===== src/design/gregorian_date_offset_and_difference_unit_assert.svh =====
// assertion macros shared by the date unit modules
`ifndef GREGORIAN_DATE_OFFSET_AND_DIFFERENCE_UNIT_ASSERT_SVH
`define GREGORIAN_DATE_OFFSET_AND_DIFFERENCE_UNIT_ASSERT_SVH

// same-cycle implication
`define GDODU_ASSERT_NOW(label, clk, rstn, ante, cons, msg) \
    label: assert property (@(posedge clk) disable iff (!rstn) (ante) |-> (cons)) \
        else $error(msg);

// next-cycle implication
`define GDODU_ASSERT_NEXT(label, clk, rstn, ante, cons, msg) \
    label: assert property (@(posedge clk) disable iff (!rstn) (ante) |=> (cons)) \
        else $error(msg);

`endif


===== src/design/gdodu_pkg.sv =====
// ----------------------------------------------------------------------------
// gdodu_pkg
// Types, calendar constants and month tables for the Gregorian date unit.
// ----------------------------------------------------------------------------
package gdodu_pkg;

    localparam logic [21:0] DAYS_400    = 22'd146097;
    localparam logic [21:0] DAYS_100    = 22'd36524;
    localparam logic [21:0] DAYS_4      = 22'd1461;
    localparam logic [21:0] DAYS_1      = 22'd365;
    localparam logic [21:0] SERIAL_1900 = 22'd693595;
    localparam logic [21:0] SERIAL_LAST = 22'd3652058;
    localparam logic [13:0] YEAR_MAX    = 14'd9999;

    localparam logic [1:0] ORDER_EARLIER = 2'd0;
    localparam logic [1:0] ORDER_EQUAL   = 2'd1;
    localparam logic [1:0] ORDER_LATER   = 2'd2;

    typedef enum logic [4:0] {
        ST_IDLE,
        ST_B_INIT,
        ST_B_Q400,
        ST_B_Q100,
        ST_B_FIN,
        ST_O_INIT,
        ST_O_Q400,
        ST_O_Q100,
        ST_O_FIN,
        ST_N_INIT,
        ST_N_Q400,
        ST_N_Q100,
        ST_N_Q4,
        ST_N_Q1,
        ST_N_MON,
        ST_WRITE
    } state_t;

    typedef enum logic [3:0] {
        OP_IDLE,
        OP_LOAD,
        OP_CV_INIT,
        OP_CV_Q400,
        OP_CV_Q100,
        OP_CV_FIN,
        OP_N_INIT,
        OP_N_Q400,
        OP_N_Q100,
        OP_N_Q4,
        OP_N_Q1,
        OP_N_MON,
        OP_WRITE
    } dp_op_t;

    typedef struct packed {
        dp_op_t op;
        logic   sel_other;
    } cmd_t;

    typedef struct packed {
        logic step_done;
        logic out_free;
        logic oor;
        logic mode;
    } sts_t;

    function automatic logic [4:0] month_len(input logic leap, input logic [3:0] m);
        logic [4:0] len;
        case (m)
            4'd1:    len = 5'd31;
            4'd2:    len = leap ? 5'd29 : 5'd28;
            4'd3:    len = 5'd31;
            4'd4:    len = 5'd30;
            4'd5:    len = 5'd31;
            4'd6:    len = 5'd30;
            4'd7:    len = 5'd31;
            4'd8:    len = 5'd31;
            4'd9:    len = 5'd30;
            4'd10:   len = 5'd31;
            4'd11:   len = 5'd30;
            4'd12:   len = 5'd31;
            default: len = 5'd0;
        endcase
        return len;
    endfunction

    function automatic logic [8:0] days_before(input logic leap, input logic [3:0] m);
        logic [8:0] n;
        case (m)
            4'd1:    n = 9'd0;
            4'd2:    n = 9'd31;
            4'd3:    n = 9'd59;
            4'd4:    n = 9'd90;
            4'd5:    n = 9'd120;
            4'd6:    n = 9'd151;
            4'd7:    n = 9'd181;
            4'd8:    n = 9'd212;
            4'd9:    n = 9'd243;
            4'd10:   n = 9'd273;
            4'd11:   n = 9'd304;
            4'd12:   n = 9'd334;
            default: n = 9'd0;
        endcase
        if (leap && m > 4'd2 && m <= 4'd12) begin
            n = n + 9'd1;
        end
        return n;
    endfunction

endpackage


===== src/design/gregorian_date_offset_and_difference_unit.sv =====
// ----------------------------------------------------------------------------
// gregorian_date_offset_and_difference_unit
// Gregorian date arithmetic: add a signed day offset to a date, or give the
// signed day count and order between two dates.
// ----------------------------------------------------------------------------
// usage:
// s_ channel takes one request with mode, base date, day offset and other
// date; m_ channel returns one result per request, both valid/ready.
// the unit works on one request at a time; s_ready is high only when idle.
// each date is turned into a serial day by stepping 400 and 100 year
// cycles, one subtract per cycle.
// mode 1: base and other conversion, then the difference and order.
// mode 0: base conversion, then the sum is split into 400, 100, 4 and 1
// year steps and month steps; a sum outside the calendar skips the split.
// the result sits in an output register; the next request is accepted while
// it waits, and a stalled receiver only holds the unit at its final step.
// reset clears the sequencer and the output valid flag; no stored state
// is carried between requests.
// ----------------------------------------------------------------------------
module gregorian_date_offset_and_difference_unit (
    input  logic                aclk,
    input  logic                aresetn,
    input  logic                s_valid,
    output logic                s_ready,
    input  logic                s_mode,
    input  logic [13:0]         s_base_year,
    input  logic [3:0]          s_base_month,
    input  logic [4:0]          s_base_day,
    input  logic signed [22:0]  s_day_offset,
    input  logic [13:0]         s_other_year,
    input  logic [3:0]          s_other_month,
    input  logic [4:0]          s_other_day,
    output logic                m_valid,
    input  logic                m_ready,
    output logic [13:0]         m_result_year,
    output logic [3:0]          m_result_month,
    output logic [4:0]          m_result_day,
    output logic signed [22:0]  m_day_difference,
    output logic [1:0]          m_date_order,
    output logic                m_base_was_invalid,
    output logic                m_out_of_range
);

    gdodu_pkg::cmd_t cmd;
    gdodu_pkg::sts_t sts;

    gdodu_ctrl u_ctrl (
        .aclk    (aclk),
        .aresetn (aresetn),
        .s_valid (s_valid),
        .s_ready (s_ready),
        .sts     (sts),
        .cmd     (cmd)
    );

    gdodu_dp u_dp (
        .aclk               (aclk),
        .aresetn            (aresetn),
        .cmd                (cmd),
        .sts                (sts),
        .s_mode             (s_mode),
        .s_base_year        (s_base_year),
        .s_base_month       (s_base_month),
        .s_base_day         (s_base_day),
        .s_day_offset       (s_day_offset),
        .s_other_year       (s_other_year),
        .s_other_month      (s_other_month),
        .s_other_day        (s_other_day),
        .m_valid            (m_valid),
        .m_ready            (m_ready),
        .m_result_year      (m_result_year),
        .m_result_month     (m_result_month),
        .m_result_day       (m_result_day),
        .m_day_difference   (m_day_difference),
        .m_date_order       (m_date_order),
        .m_base_was_invalid (m_base_was_invalid),
        .m_out_of_range     (m_out_of_range)
    );

endmodule


===== src/design/gdodu_ctrl.sv =====
// ----------------------------------------------------------------------------
// gdodu_ctrl
// Sequencer for the date unit: converts the base date (and in difference mode
// the other date) to serial day numbers, then either splits the offset sum back into a date or forms the difference.
// ----------------------------------------------------------------------------
module gdodu_ctrl (
    input  logic              aclk,
    input  logic              aresetn,
    input  logic              s_valid,
    output logic              s_ready,
    input  gdodu_pkg::sts_t   sts,
    output gdodu_pkg::cmd_t   cmd
);

    `include "gregorian_date_offset_and_difference_unit_assert.svh"

    gdodu_pkg::state_t state_reg;
    gdodu_pkg::state_t state_next;

    always_ff @(posedge aclk) begin
        if (!aresetn) begin
            state_reg <= gdodu_pkg::ST_IDLE;
        end else begin
            state_reg <= state_next;
        end
    end

    always_comb begin
        state_next = state_reg;
        case (state_reg)
            gdodu_pkg::ST_IDLE:   if (s_valid) state_next = gdodu_pkg::ST_B_INIT;
            gdodu_pkg::ST_B_INIT: state_next = gdodu_pkg::ST_B_Q400;
            gdodu_pkg::ST_B_Q400: if (sts.step_done) state_next = gdodu_pkg::ST_B_Q100;
            gdodu_pkg::ST_B_Q100: if (sts.step_done) state_next = gdodu_pkg::ST_B_FIN;
            gdodu_pkg::ST_B_FIN: begin
                state_next = sts.mode ? gdodu_pkg::ST_O_INIT : gdodu_pkg::ST_N_INIT;
            end
            gdodu_pkg::ST_O_INIT: state_next = gdodu_pkg::ST_O_Q400;
            gdodu_pkg::ST_O_Q400: if (sts.step_done) state_next = gdodu_pkg::ST_O_Q100;
            gdodu_pkg::ST_O_Q100: if (sts.step_done) state_next = gdodu_pkg::ST_O_FIN;
            gdodu_pkg::ST_O_FIN:  state_next = gdodu_pkg::ST_WRITE;
            gdodu_pkg::ST_N_INIT: state_next = gdodu_pkg::ST_N_Q400;
            gdodu_pkg::ST_N_Q400: begin
                if (sts.oor) begin
                    state_next = gdodu_pkg::ST_WRITE;
                end else if (sts.step_done) begin
                    state_next = gdodu_pkg::ST_N_Q100;
                end
            end
            gdodu_pkg::ST_N_Q100: if (sts.step_done) state_next = gdodu_pkg::ST_N_Q4;
            gdodu_pkg::ST_N_Q4:   if (sts.step_done) state_next = gdodu_pkg::ST_N_Q1;
            gdodu_pkg::ST_N_Q1:   if (sts.step_done) state_next = gdodu_pkg::ST_N_MON;
            gdodu_pkg::ST_N_MON:  if (sts.step_done) state_next = gdodu_pkg::ST_WRITE;
            gdodu_pkg::ST_WRITE:  if (sts.out_free) state_next = gdodu_pkg::ST_IDLE;
            default:              state_next = gdodu_pkg::ST_IDLE;
        endcase
    end

    always_comb begin
        cmd.op        = gdodu_pkg::OP_IDLE;
        cmd.sel_other = 1'b0;
        s_ready       = 1'b0;
        case (state_reg)
            gdodu_pkg::ST_IDLE: begin
                s_ready = 1'b1;
                cmd.op  = s_valid ? gdodu_pkg::OP_LOAD : gdodu_pkg::OP_IDLE;
            end
            gdodu_pkg::ST_B_INIT: cmd.op = gdodu_pkg::OP_CV_INIT;
            gdodu_pkg::ST_B_Q400: cmd.op = gdodu_pkg::OP_CV_Q400;
            gdodu_pkg::ST_B_Q100: cmd.op = gdodu_pkg::OP_CV_Q100;
            gdodu_pkg::ST_B_FIN:  cmd.op = gdodu_pkg::OP_CV_FIN;
            gdodu_pkg::ST_O_INIT: begin
                cmd.op        = gdodu_pkg::OP_CV_INIT;
                cmd.sel_other = 1'b1;
            end
            gdodu_pkg::ST_O_Q400: begin
                cmd.op        = gdodu_pkg::OP_CV_Q400;
                cmd.sel_other = 1'b1;
            end
            gdodu_pkg::ST_O_Q100: begin
                cmd.op        = gdodu_pkg::OP_CV_Q100;
                cmd.sel_other = 1'b1;
            end
            gdodu_pkg::ST_O_FIN: begin
                cmd.op        = gdodu_pkg::OP_CV_FIN;
                cmd.sel_other = 1'b1;
            end
            gdodu_pkg::ST_N_INIT: cmd.op = gdodu_pkg::OP_N_INIT;
            gdodu_pkg::ST_N_Q400: cmd.op = gdodu_pkg::OP_N_Q400;
            gdodu_pkg::ST_N_Q100: cmd.op = gdodu_pkg::OP_N_Q100;
            gdodu_pkg::ST_N_Q4:   cmd.op = gdodu_pkg::OP_N_Q4;
            gdodu_pkg::ST_N_Q1:   cmd.op = gdodu_pkg::OP_N_Q1;
            gdodu_pkg::ST_N_MON:  cmd.op = gdodu_pkg::OP_N_MON;
            gdodu_pkg::ST_WRITE:  cmd.op = gdodu_pkg::OP_WRITE;
            default:              cmd.op = gdodu_pkg::OP_IDLE;
        endcase
    end

    `GDODU_ASSERT_NEXT(a_accept_starts_base, aclk, aresetn, s_valid && s_ready, state_reg == gdodu_pkg::ST_B_INIT, "accepted request did not start base conversion")

endmodule


===== src/design/gdodu_dp.sv =====
// ----------------------------------------------------------------------------
// gdodu_dp
// Datapath for the date unit: request registers, serial day conversion by
// repeated subtraction of 400 and 100 year cycles, date split of the offset
// sum, day difference and order, and the output register.
// ----------------------------------------------------------------------------
module gdodu_dp (
    input  logic                aclk,
    input  logic                aresetn,
    input  gdodu_pkg::cmd_t     cmd,
    output gdodu_pkg::sts_t     sts,
    input  logic                s_mode,
    input  logic [13:0]         s_base_year,
    input  logic [3:0]          s_base_month,
    input  logic [4:0]          s_base_day,
    input  logic signed [22:0]  s_day_offset,
    input  logic [13:0]         s_other_year,
    input  logic [3:0]          s_other_month,
    input  logic [4:0]          s_other_day,
    output logic                m_valid,
    input  logic                m_ready,
    output logic [13:0]         m_result_year,
    output logic [3:0]          m_result_month,
    output logic [4:0]          m_result_day,
    output logic signed [22:0]  m_day_difference,
    output logic [1:0]          m_date_order,
    output logic                m_base_was_invalid,
    output logic                m_out_of_range
);

    `include "gregorian_date_offset_and_difference_unit_assert.svh"

    // request registers
    logic               mode_reg, mode_next;
    logic [13:0]        by_reg, by_next, oy_reg, oy_next;
    logic [3:0]         bm_reg, bm_next, om_reg, om_next;
    logic [4:0]         bd_reg, bd_next, od_reg, od_next;
    logic signed [22:0] off_reg, off_next;

    // work registers
    logic [13:0] p_reg, p_next;
    logic [21:0] acc_reg, acc_next;
    logic [1:0]  cnt_reg, cnt_next;
    logic [21:0] base_ser_reg, base_ser_next;
    logic [21:0] oth_ser_reg, oth_ser_next;
    logic        inv_reg, inv_next;
    logic [21:0] r_reg, r_next;
    logic [13:0] year_reg, year_next;
    logic [4:0]  q4_reg, q4_next;
    logic [1:0]  q1_reg, q1_next;
    logic [3:0]  mon_reg, mon_next;
    logic        oor_reg, oor_next;

    // output register
    logic               out_valid_reg, out_valid_next;
    logic [13:0]        out_year_reg, out_year_next;
    logic [3:0]         out_month_reg, out_month_next;
    logic [4:0]         out_day_reg, out_day_next;
    logic signed [22:0] out_diff_reg, out_diff_next;
    logic [1:0]         out_order_reg, out_order_next;
    logic               out_inv_reg, out_inv_next;
    logic               out_oor_reg, out_oor_next;

    logic [13:0]        cur_y;
    logic [3:0]         cur_m;
    logic [4:0]         cur_d;
    logic               cv_leap;
    logic               cv_valid;
    logic [21:0]        cv_serial;
    logic [21:0]        cv_ser_final;
    logic signed [24:0] n_sum;
    logic               n_oor;
    logic               n_leap;
    logic [4:0]         mlen_cur;
    logic signed [22:0] diff_w;
    logic               go;
    logic               out_free;

    assign cur_y = cmd.sel_other ? oy_reg : by_reg;
    assign cur_m = cmd.sel_other ? om_reg : bm_reg;
    assign cur_d = cmd.sel_other ? od_reg : bd_reg;

    // p holds (year-1) mod 100 here, cnt the count of 100 year steps
    assign cv_leap  = (p_reg[1:0] == 2'd3) && ((p_reg != 14'd99) || (cnt_reg == 2'd3));
    assign cv_valid = (cur_y >= 14'd1) && (cur_y <= gdodu_pkg::YEAR_MAX)
                   && (cur_m >= 4'd1) && (cur_m <= 4'd12)
                   && (cur_d >= 5'd1) && (cur_d <= gdodu_pkg::month_len(cv_leap, cur_m));
    assign cv_serial = acc_reg
                     + 22'(p_reg[6:2]) * gdodu_pkg::DAYS_4
                     + 22'(p_reg[1:0]) * gdodu_pkg::DAYS_1
                     + 22'(gdodu_pkg::days_before(cv_leap, cur_m))
                     + 22'(cur_d) - 22'd1;
    assign cv_ser_final = cv_valid ? cv_serial : gdodu_pkg::SERIAL_1900;

    assign n_sum = $signed({3'b000, base_ser_reg}) + $signed({{2{off_reg[22]}}, off_reg});
    assign n_oor = n_sum[24] || (n_sum[23:0] > {2'b00, gdodu_pkg::SERIAL_LAST});

    assign n_leap   = (q1_reg == 2'd3) && ((q4_reg != 5'd24) || (cnt_reg == 2'd3));
    assign mlen_cur = gdodu_pkg::month_len(n_leap, mon_reg);

    assign diff_w = $signed({1'b0, base_ser_reg}) - $signed({1'b0, oth_ser_reg});

    assign out_free = !out_valid_reg || m_ready;

    always_comb begin
        case (cmd.op)
            gdodu_pkg::OP_CV_Q400: go = (p_reg >= 14'd400);
            gdodu_pkg::OP_CV_Q100: go = (p_reg >= 14'd100);
            gdodu_pkg::OP_N_Q400:  go = (r_reg >= gdodu_pkg::DAYS_400);
            gdodu_pkg::OP_N_Q100:  go = (r_reg >= gdodu_pkg::DAYS_100) && (cnt_reg != 2'd3);
            gdodu_pkg::OP_N_Q4:    go = (r_reg >= gdodu_pkg::DAYS_4);
            gdodu_pkg::OP_N_Q1:    go = (r_reg >= gdodu_pkg::DAYS_1) && (q1_reg != 2'd3);
            gdodu_pkg::OP_N_MON:   go = (mon_reg != 4'd12) && (r_reg >= 22'(mlen_cur));
            default:               go = 1'b0;
        endcase
    end

    assign sts.step_done = !go;
    assign sts.out_free  = out_free;
    assign sts.oor       = oor_reg;
    assign sts.mode      = mode_reg;

    always_comb begin
        mode_next      = mode_reg;
        by_next        = by_reg;
        bm_next        = bm_reg;
        bd_next        = bd_reg;
        off_next       = off_reg;
        oy_next        = oy_reg;
        om_next        = om_reg;
        od_next        = od_reg;
        p_next         = p_reg;
        acc_next       = acc_reg;
        cnt_next       = cnt_reg;
        base_ser_next  = base_ser_reg;
        oth_ser_next   = oth_ser_reg;
        inv_next       = inv_reg;
        r_next         = r_reg;
        year_next      = year_reg;
        q4_next        = q4_reg;
        q1_next        = q1_reg;
        mon_next       = mon_reg;
        oor_next       = oor_reg;
        out_valid_next = out_valid_reg && !m_ready;
        out_year_next  = out_year_reg;
        out_month_next = out_month_reg;
        out_day_next   = out_day_reg;
        out_diff_next  = out_diff_reg;
        out_order_next = out_order_reg;
        out_inv_next   = out_inv_reg;
        out_oor_next   = out_oor_reg;

        case (cmd.op)
            gdodu_pkg::OP_LOAD: begin
                mode_next = s_mode;
                by_next   = s_base_year;
                bm_next   = s_base_month;
                bd_next   = s_base_day;
                off_next  = s_day_offset;
                oy_next   = s_other_year;
                om_next   = s_other_month;
                od_next   = s_other_day;
            end
            gdodu_pkg::OP_CV_INIT: begin
                p_next   = cur_y - 14'd1;
                acc_next = '0;
                cnt_next = '0;
            end
            gdodu_pkg::OP_CV_Q400: begin
                if (go) begin
                    p_next   = p_reg - 14'd400;
                    acc_next = acc_reg + gdodu_pkg::DAYS_400;
                end
            end
            gdodu_pkg::OP_CV_Q100: begin
                if (go) begin
                    p_next   = p_reg - 14'd100;
                    acc_next = acc_reg + gdodu_pkg::DAYS_100;
                    cnt_next = cnt_reg + 2'd1;
                end
            end
            gdodu_pkg::OP_CV_FIN: begin
                if (cmd.sel_other) begin
                    oth_ser_next = cv_ser_final;
                end else begin
                    base_ser_next = cv_ser_final;
                    inv_next      = !cv_valid;
                end
            end
            gdodu_pkg::OP_N_INIT: begin
                r_next    = n_sum[21:0];
                oor_next  = n_oor;
                year_next = 14'd1;
                cnt_next  = '0;
                q4_next   = '0;
                q1_next   = '0;
                mon_next  = 4'd1;
            end
            gdodu_pkg::OP_N_Q400: begin
                if (go) begin
                    r_next    = r_reg - gdodu_pkg::DAYS_400;
                    year_next = year_reg + 14'd400;
                end
            end
            gdodu_pkg::OP_N_Q100: begin
                if (go) begin
                    r_next    = r_reg - gdodu_pkg::DAYS_100;
                    year_next = year_reg + 14'd100;
                    cnt_next  = cnt_reg + 2'd1;
                end
            end
            gdodu_pkg::OP_N_Q4: begin
                if (go) begin
                    r_next    = r_reg - gdodu_pkg::DAYS_4;
                    year_next = year_reg + 14'd4;
                    q4_next   = q4_reg + 5'd1;
                end
            end
            gdodu_pkg::OP_N_Q1: begin
                if (go) begin
                    r_next    = r_reg - gdodu_pkg::DAYS_1;
                    year_next = year_reg + 14'd1;
                    q1_next   = q1_reg + 2'd1;
                end
            end
            gdodu_pkg::OP_N_MON: begin
                if (go) begin
                    r_next   = r_reg - 22'(mlen_cur);
                    mon_next = mon_reg + 4'd1;
                end
            end
            gdodu_pkg::OP_WRITE: begin
                if (out_free) begin
                    out_valid_next = 1'b1;
                    out_inv_next   = inv_reg;
                    out_year_next  = '0;
                    out_month_next = '0;
                    out_day_next   = '0;
                    out_diff_next  = '0;
                    out_order_next = gdodu_pkg::ORDER_EARLIER;
                    out_oor_next   = 1'b0;
                    if (!mode_reg) begin
                        if (oor_reg) begin
                            out_oor_next = 1'b1;
                        end else begin
                            out_year_next  = year_reg;
                            out_month_next = mon_reg;
                            out_day_next   = r_reg[4:0] + 5'd1;
                        end
                    end else begin
                        out_diff_next = diff_w;
                        if (diff_w < 0) begin
                            out_order_next = gdodu_pkg::ORDER_EARLIER;
                        end else if (diff_w == 0) begin
                            out_order_next = gdodu_pkg::ORDER_EQUAL;
                        end else begin
                            out_order_next = gdodu_pkg::ORDER_LATER;
                        end
                    end
                end
            end
            default: begin
            end
        endcase
    end

    always_ff @(posedge aclk) begin
        if (!aresetn) begin
            out_valid_reg <= 1'b0;
        end else begin
            out_valid_reg <= out_valid_next;
        end
    end

    always_ff @(posedge aclk) begin
        mode_reg      <= mode_next;
        by_reg        <= by_next;
        bm_reg        <= bm_next;
        bd_reg        <= bd_next;
        off_reg       <= off_next;
        oy_reg        <= oy_next;
        om_reg        <= om_next;
        od_reg        <= od_next;
        p_reg         <= p_next;
        acc_reg       <= acc_next;
        cnt_reg       <= cnt_next;
        base_ser_reg  <= base_ser_next;
        oth_ser_reg   <= oth_ser_next;
        inv_reg       <= inv_next;
        r_reg         <= r_next;
        year_reg      <= year_next;
        q4_reg        <= q4_next;
        q1_reg        <= q1_next;
        mon_reg       <= mon_next;
        oor_reg       <= oor_next;
        out_year_reg  <= out_year_next;
        out_month_reg <= out_month_next;
        out_day_reg   <= out_day_next;
        out_diff_reg  <= out_diff_next;
        out_order_reg <= out_order_next;
        out_inv_reg   <= out_inv_next;
        out_oor_reg   <= out_oor_next;
    end

    assign m_valid            = out_valid_reg;
    assign m_result_year      = out_year_reg;
    assign m_result_month     = out_month_reg;
    assign m_result_day       = out_day_reg;
    assign m_day_difference   = out_diff_reg;
    assign m_date_order       = out_order_reg;
    assign m_base_was_invalid = out_inv_reg;
    assign m_out_of_range     = out_oor_reg;

    `GDODU_ASSERT_NOW(a_month_in_range, aclk, aresetn, cmd.op == gdodu_pkg::OP_N_MON, mon_reg >= 4'd1 && mon_reg <= 4'd12, "month walk left January to December")
    `GDODU_ASSERT_NOW(a_century_rest, aclk, aresetn, cmd.op == gdodu_pkg::OP_N_Q4, r_reg < 22'd36525, "day rest too large after century steps")
    `GDODU_ASSERT_NEXT(a_date_nonzero, aclk, aresetn, cmd.op == gdodu_pkg::OP_WRITE && out_free && !mode_reg && !oor_reg, m_result_year != 14'd0 && m_result_month != 4'd0 && m_result_day != 5'd0, "in-range date result has a zero field")

endmodule


===== config.mk =====
export PLATFORM = sky130hd
export DESIGN_NAME = gregorian_date_offset_and_difference_unit
export DESIGN_NICKNAME = d
export VERILOG_FILES = /design/src/design/gdodu_pkg.sv /design/src/design/gregorian_date_offset_and_difference_unit.sv /design/src/design/gdodu_ctrl.sv /design/src/design/gdodu_dp.sv
export VERILOG_INCLUDE_DIRS = /design/src /design/src/design
export SDC_FILE = /design/constraint.sdc
export NUM_CORES = 1
export LEC_CHECK = 0
export BUFFER_PORTS_ARGS = -buffer_cell sky130_fd_sc_hd__buf_4
export CAP_MARGIN = 20
export CORE_MARGIN = 5
export CORE_UTILIZATION = 41
export CTS_CLUSTER_DIAMETER = 120
export CTS_CLUSTER_SIZE = 14
export DETAILED_ROUTE_END_ITERATION = 10
export GPL_ROUTABILITY_DRIVEN = 0
export PLACE_DENSITY = 0.59
export SKIP_CTS_REPAIR_TIMING = 1
export SLEW_MARGIN = 10
export SYNTH_ARGS = -nofsm -noshare
export SYNTH_HDL_FRONTEND = slang
export SYNTH_SLANG_ARGS = --single-unit
export TNS_END_PERCENT = 1

===== constraint.sdc =====
create_clock -name aclk -period 9.5 [get_ports aclk]
set_input_delay 1.9 -clock aclk [delete_from_list [all_inputs] [get_ports aclk]]
set_output_delay 1.9 -clock aclk [all_outputs]
set_load 0.02 [all_outputs]

==> results.ini <==
[global_routing]
antenna_found_initial = 0
grt_max_degree = 51
overflow = 0
grt_pass1_wl_mm = 86.9
grtUsageTotal_pct = 19.7
grt_pass1_vias = 15800

[timing]
finalClockSkew_ps = 24.3
fmax_mhz = 117
setup_tns_ps = 0
final_max_slew_viol_count = 0
whs_ps = 429
hold_violations = 0
setup_viol = 0
rsz0062_at_grt = false
slew_headroom_pct = 29.9
layout_setup_ws_ps = 930
tightest_slew_ps = 1040
finalCriticalPeriod_ps = 8570
post-route-period-util_pct = 90.2

[logic_synthesis]
synth_top_area_share_pct = 37.0
yosys_warnings = 0
synth-xor-area-share_pct = 4.64
synth_top_family_by_area = compound AO/OA/AOI/OAI gates
async_flop_share_pct = 0
synth-adder-area-share_pct = 16.3
synthMuxAreaShare_pct = 2.17
synth_seq_area_share_pct = 37.5
syn-num-nets = 2423
avgSynthCellArea_um2 = 9.63
synth_area_um2 = 20400
ys_ff_latch = 256
synth-compound-area-share_pct = 18.4
synth_cell_types = 104
synthFlopType = edfxtp_1
yosys.area_share.simple_pct = 15.8
synth_area_leaders = edfxtp_1 (37%), ha_1 (11%), fa_1 (5.3%)
synth_edf_count = 251
synth_top_cell_by_area = edfxtp_1
synth_cells = 2116

[cts]
cts_made_buffers = 22
cts_tree = done
clockBufferDepth = 3
clk_latency_ps = 540
htreeDepth = 1
clk_pin_slew_ps = 70
cts_sinks = 256
cts-root-buf = clkbuf_16

[final_layout]
area_growth_syn_to_layout_pct = 10.8
fin_nets = 2506
layout_commonest_cell = edfxtp_1
antennaDiodeCount = 0
final_cell_count_no_fill = 2872
layout_common_cells = edfxtp_1 (251), nor2_1 (196), ha_1 (179), inv_1 (175), nand2_1 (152)
multiInputGateArea_um2 = 11700
drive_gt1_share_pct = 10.9
register_area_um2 = 7640
fillCellCount = 4727

[worst_setup_path]
required_ps = 9770
crit_path_start_kind = flip-flop
critPathLaunch = u_ctrl.state_reg[1]$_SDFFE_PN0P_
path_common_cell = fa_1
slowest_delay_ps = 830
path_max_fanout = 22
rr_startpoint = u_ctrl.state_reg[1]$_SDFFE_PN0P_
arrival_ps = 8840
r2r_slack_ps = 930
r2r_cells = 30
reg2reg_to = u_dp.base_ser_reg[19]$_DFFE_PP_
end_kind = flip-flop
crit_slowest_cell = dfxtp_1
worstSetupPathType = flip-flop to flip-flop

[placement]
place_inst = 2838
numPortBuffers = 125
dpl_worst_slack_ps = 904
dp.final_hpwl_mm = 41.3

[min_path]
hp-class = flip-flop to flip-flop
min_to = u_dp.m_base_was_invalid$_DFFE_PP_
hold_path.startpoint = u_dp.inv_reg$_DFFE_PP_
holdPathStages = 0

[drt]
antenna_left = 0
dr.pass1.iters = 6
drc = 0
wl_mm = 54.8
viasPerCell = 5.71
drtIter0Drc = 1506
wl_per_cell_um = 19.1
via_count = 16400

[outcome]
status = finished clean

[floorplan]
num_rows = 81
die-area_um2 = 54300
die_h_um = 233
ios = 126
fp.coreArea_um2 = 49100
die_w_um = 233
start_util_pct = 41.5

[job]
drv_cap = 0

## routing by layer
layer / track usage (%) / vias up / share of wire [%]
li1: - / 7875 / -
met2: 32.4 / 613 / 46
met1: 27.6 / 7841 / 45
met5: 0 / - / 0
met4: 4.84 / 0 / 2.5
met3: 2.49 / 82 / 6.4
## cell families (layout without fill, tap and decap cells)
| logic type | after synthesis | after routing |
|---|---|---|
| muxes | 35 | 35 |
| AOI/OAI and AO/OA | 561 | 561 |
| and+or+nand+nor | 658 | 658 |
| adders and majority gates | 233 | 233 |
| buffers and inverters | 265 | 357 |
| xor gates and xnor gates | 108 | 108 |
| DFF | 256 | 256 |
## through the flow
| step | utilization (%) | area [µm²] |
|---|---|---|
| 2_1_floorplan | - | 20400 |
| 3_5_place_dp | 44.7 | 21900 |
| 6_report | 46.0 | 22600 |
| 4_1_cts | 46.0 | 22500 |
| 5_1_grt | 46.0 | 22600 |
| 3_3_place_gp | 44.7 | 21900 |
## worst max-delay path by stage
stage | endpoint | slack, ps | cells past startpoint
final | u_dp.base_ser_reg[19]$_DFFE_PP_ | 930 | 30
after global placement | u_dp.base_ser_reg[19]$_DFFE_PP_ | 1180 | 30
after global routing | u_dp.base_ser_reg[19]$_DFFE_PP_ | 320 | 30
after floorplan | u_dp.base_ser_reg[19]$_DFFE_PP_ | 1900 | 33
after CTS | u_dp.base_ser_reg[19]$_DFFE_PP_ | 890 | 30
after detailed placement | u_dp.oth_ser_reg[19]$_DFFE_PP_ | 900 | 30
## synth_stat cells (all sizes together) (6+ instances only)
master,number
a21boi,9
nor2,200
a221oi,21
and2,42
a221o,7
a211oi,15
or2,12
o41ai,9
a31oi,22
inv,177
nand2,153
o32ai,6
o21ai,125
a22oi,15
mux2i,24
o2111ai,7
o22ai,33
o31ai,8
nand3,46
xor2,44
xnor2,64
o21a,22
fa,54
ha,179
o22a,11
and3,31
nand2b,34
a21o,31
or3,8
clkbuf,64
o221ai,19
o211ai,16
buf,23
nor3,58
nor4,12
a21oi,136
nand4,18
mux2,11
edfxtp,251
nor2b,24
## critical path: cells and delay by family, from the launching register on
family | cells | cell delay, ps
AOI/OAI and AO/OA | 6 | 1260
DFF | 1 | 830
and+or+nand+nor | 8 | 1170
adders and majority gates | 8 | 3420
buffers and inverters | 4 | 210
xor gates and xnor gates | 2 | 360
muxes | 2 | 1060
## final cells by class
class / count / area share (%)
multi-input cells: 1595 / 51.9
flip-flops and latches: 256 / 33.8
repair buffers: 146 / 4.94
well taps: 664 / 3.68
inverters: 178 / 2.96
clock buffers: 30 / 2.67
clock inverters: 3 / 0.0720
Power is not shown: default switching activity piles up to over one toggle a cycle in this logic, so the estimate is an artifact.
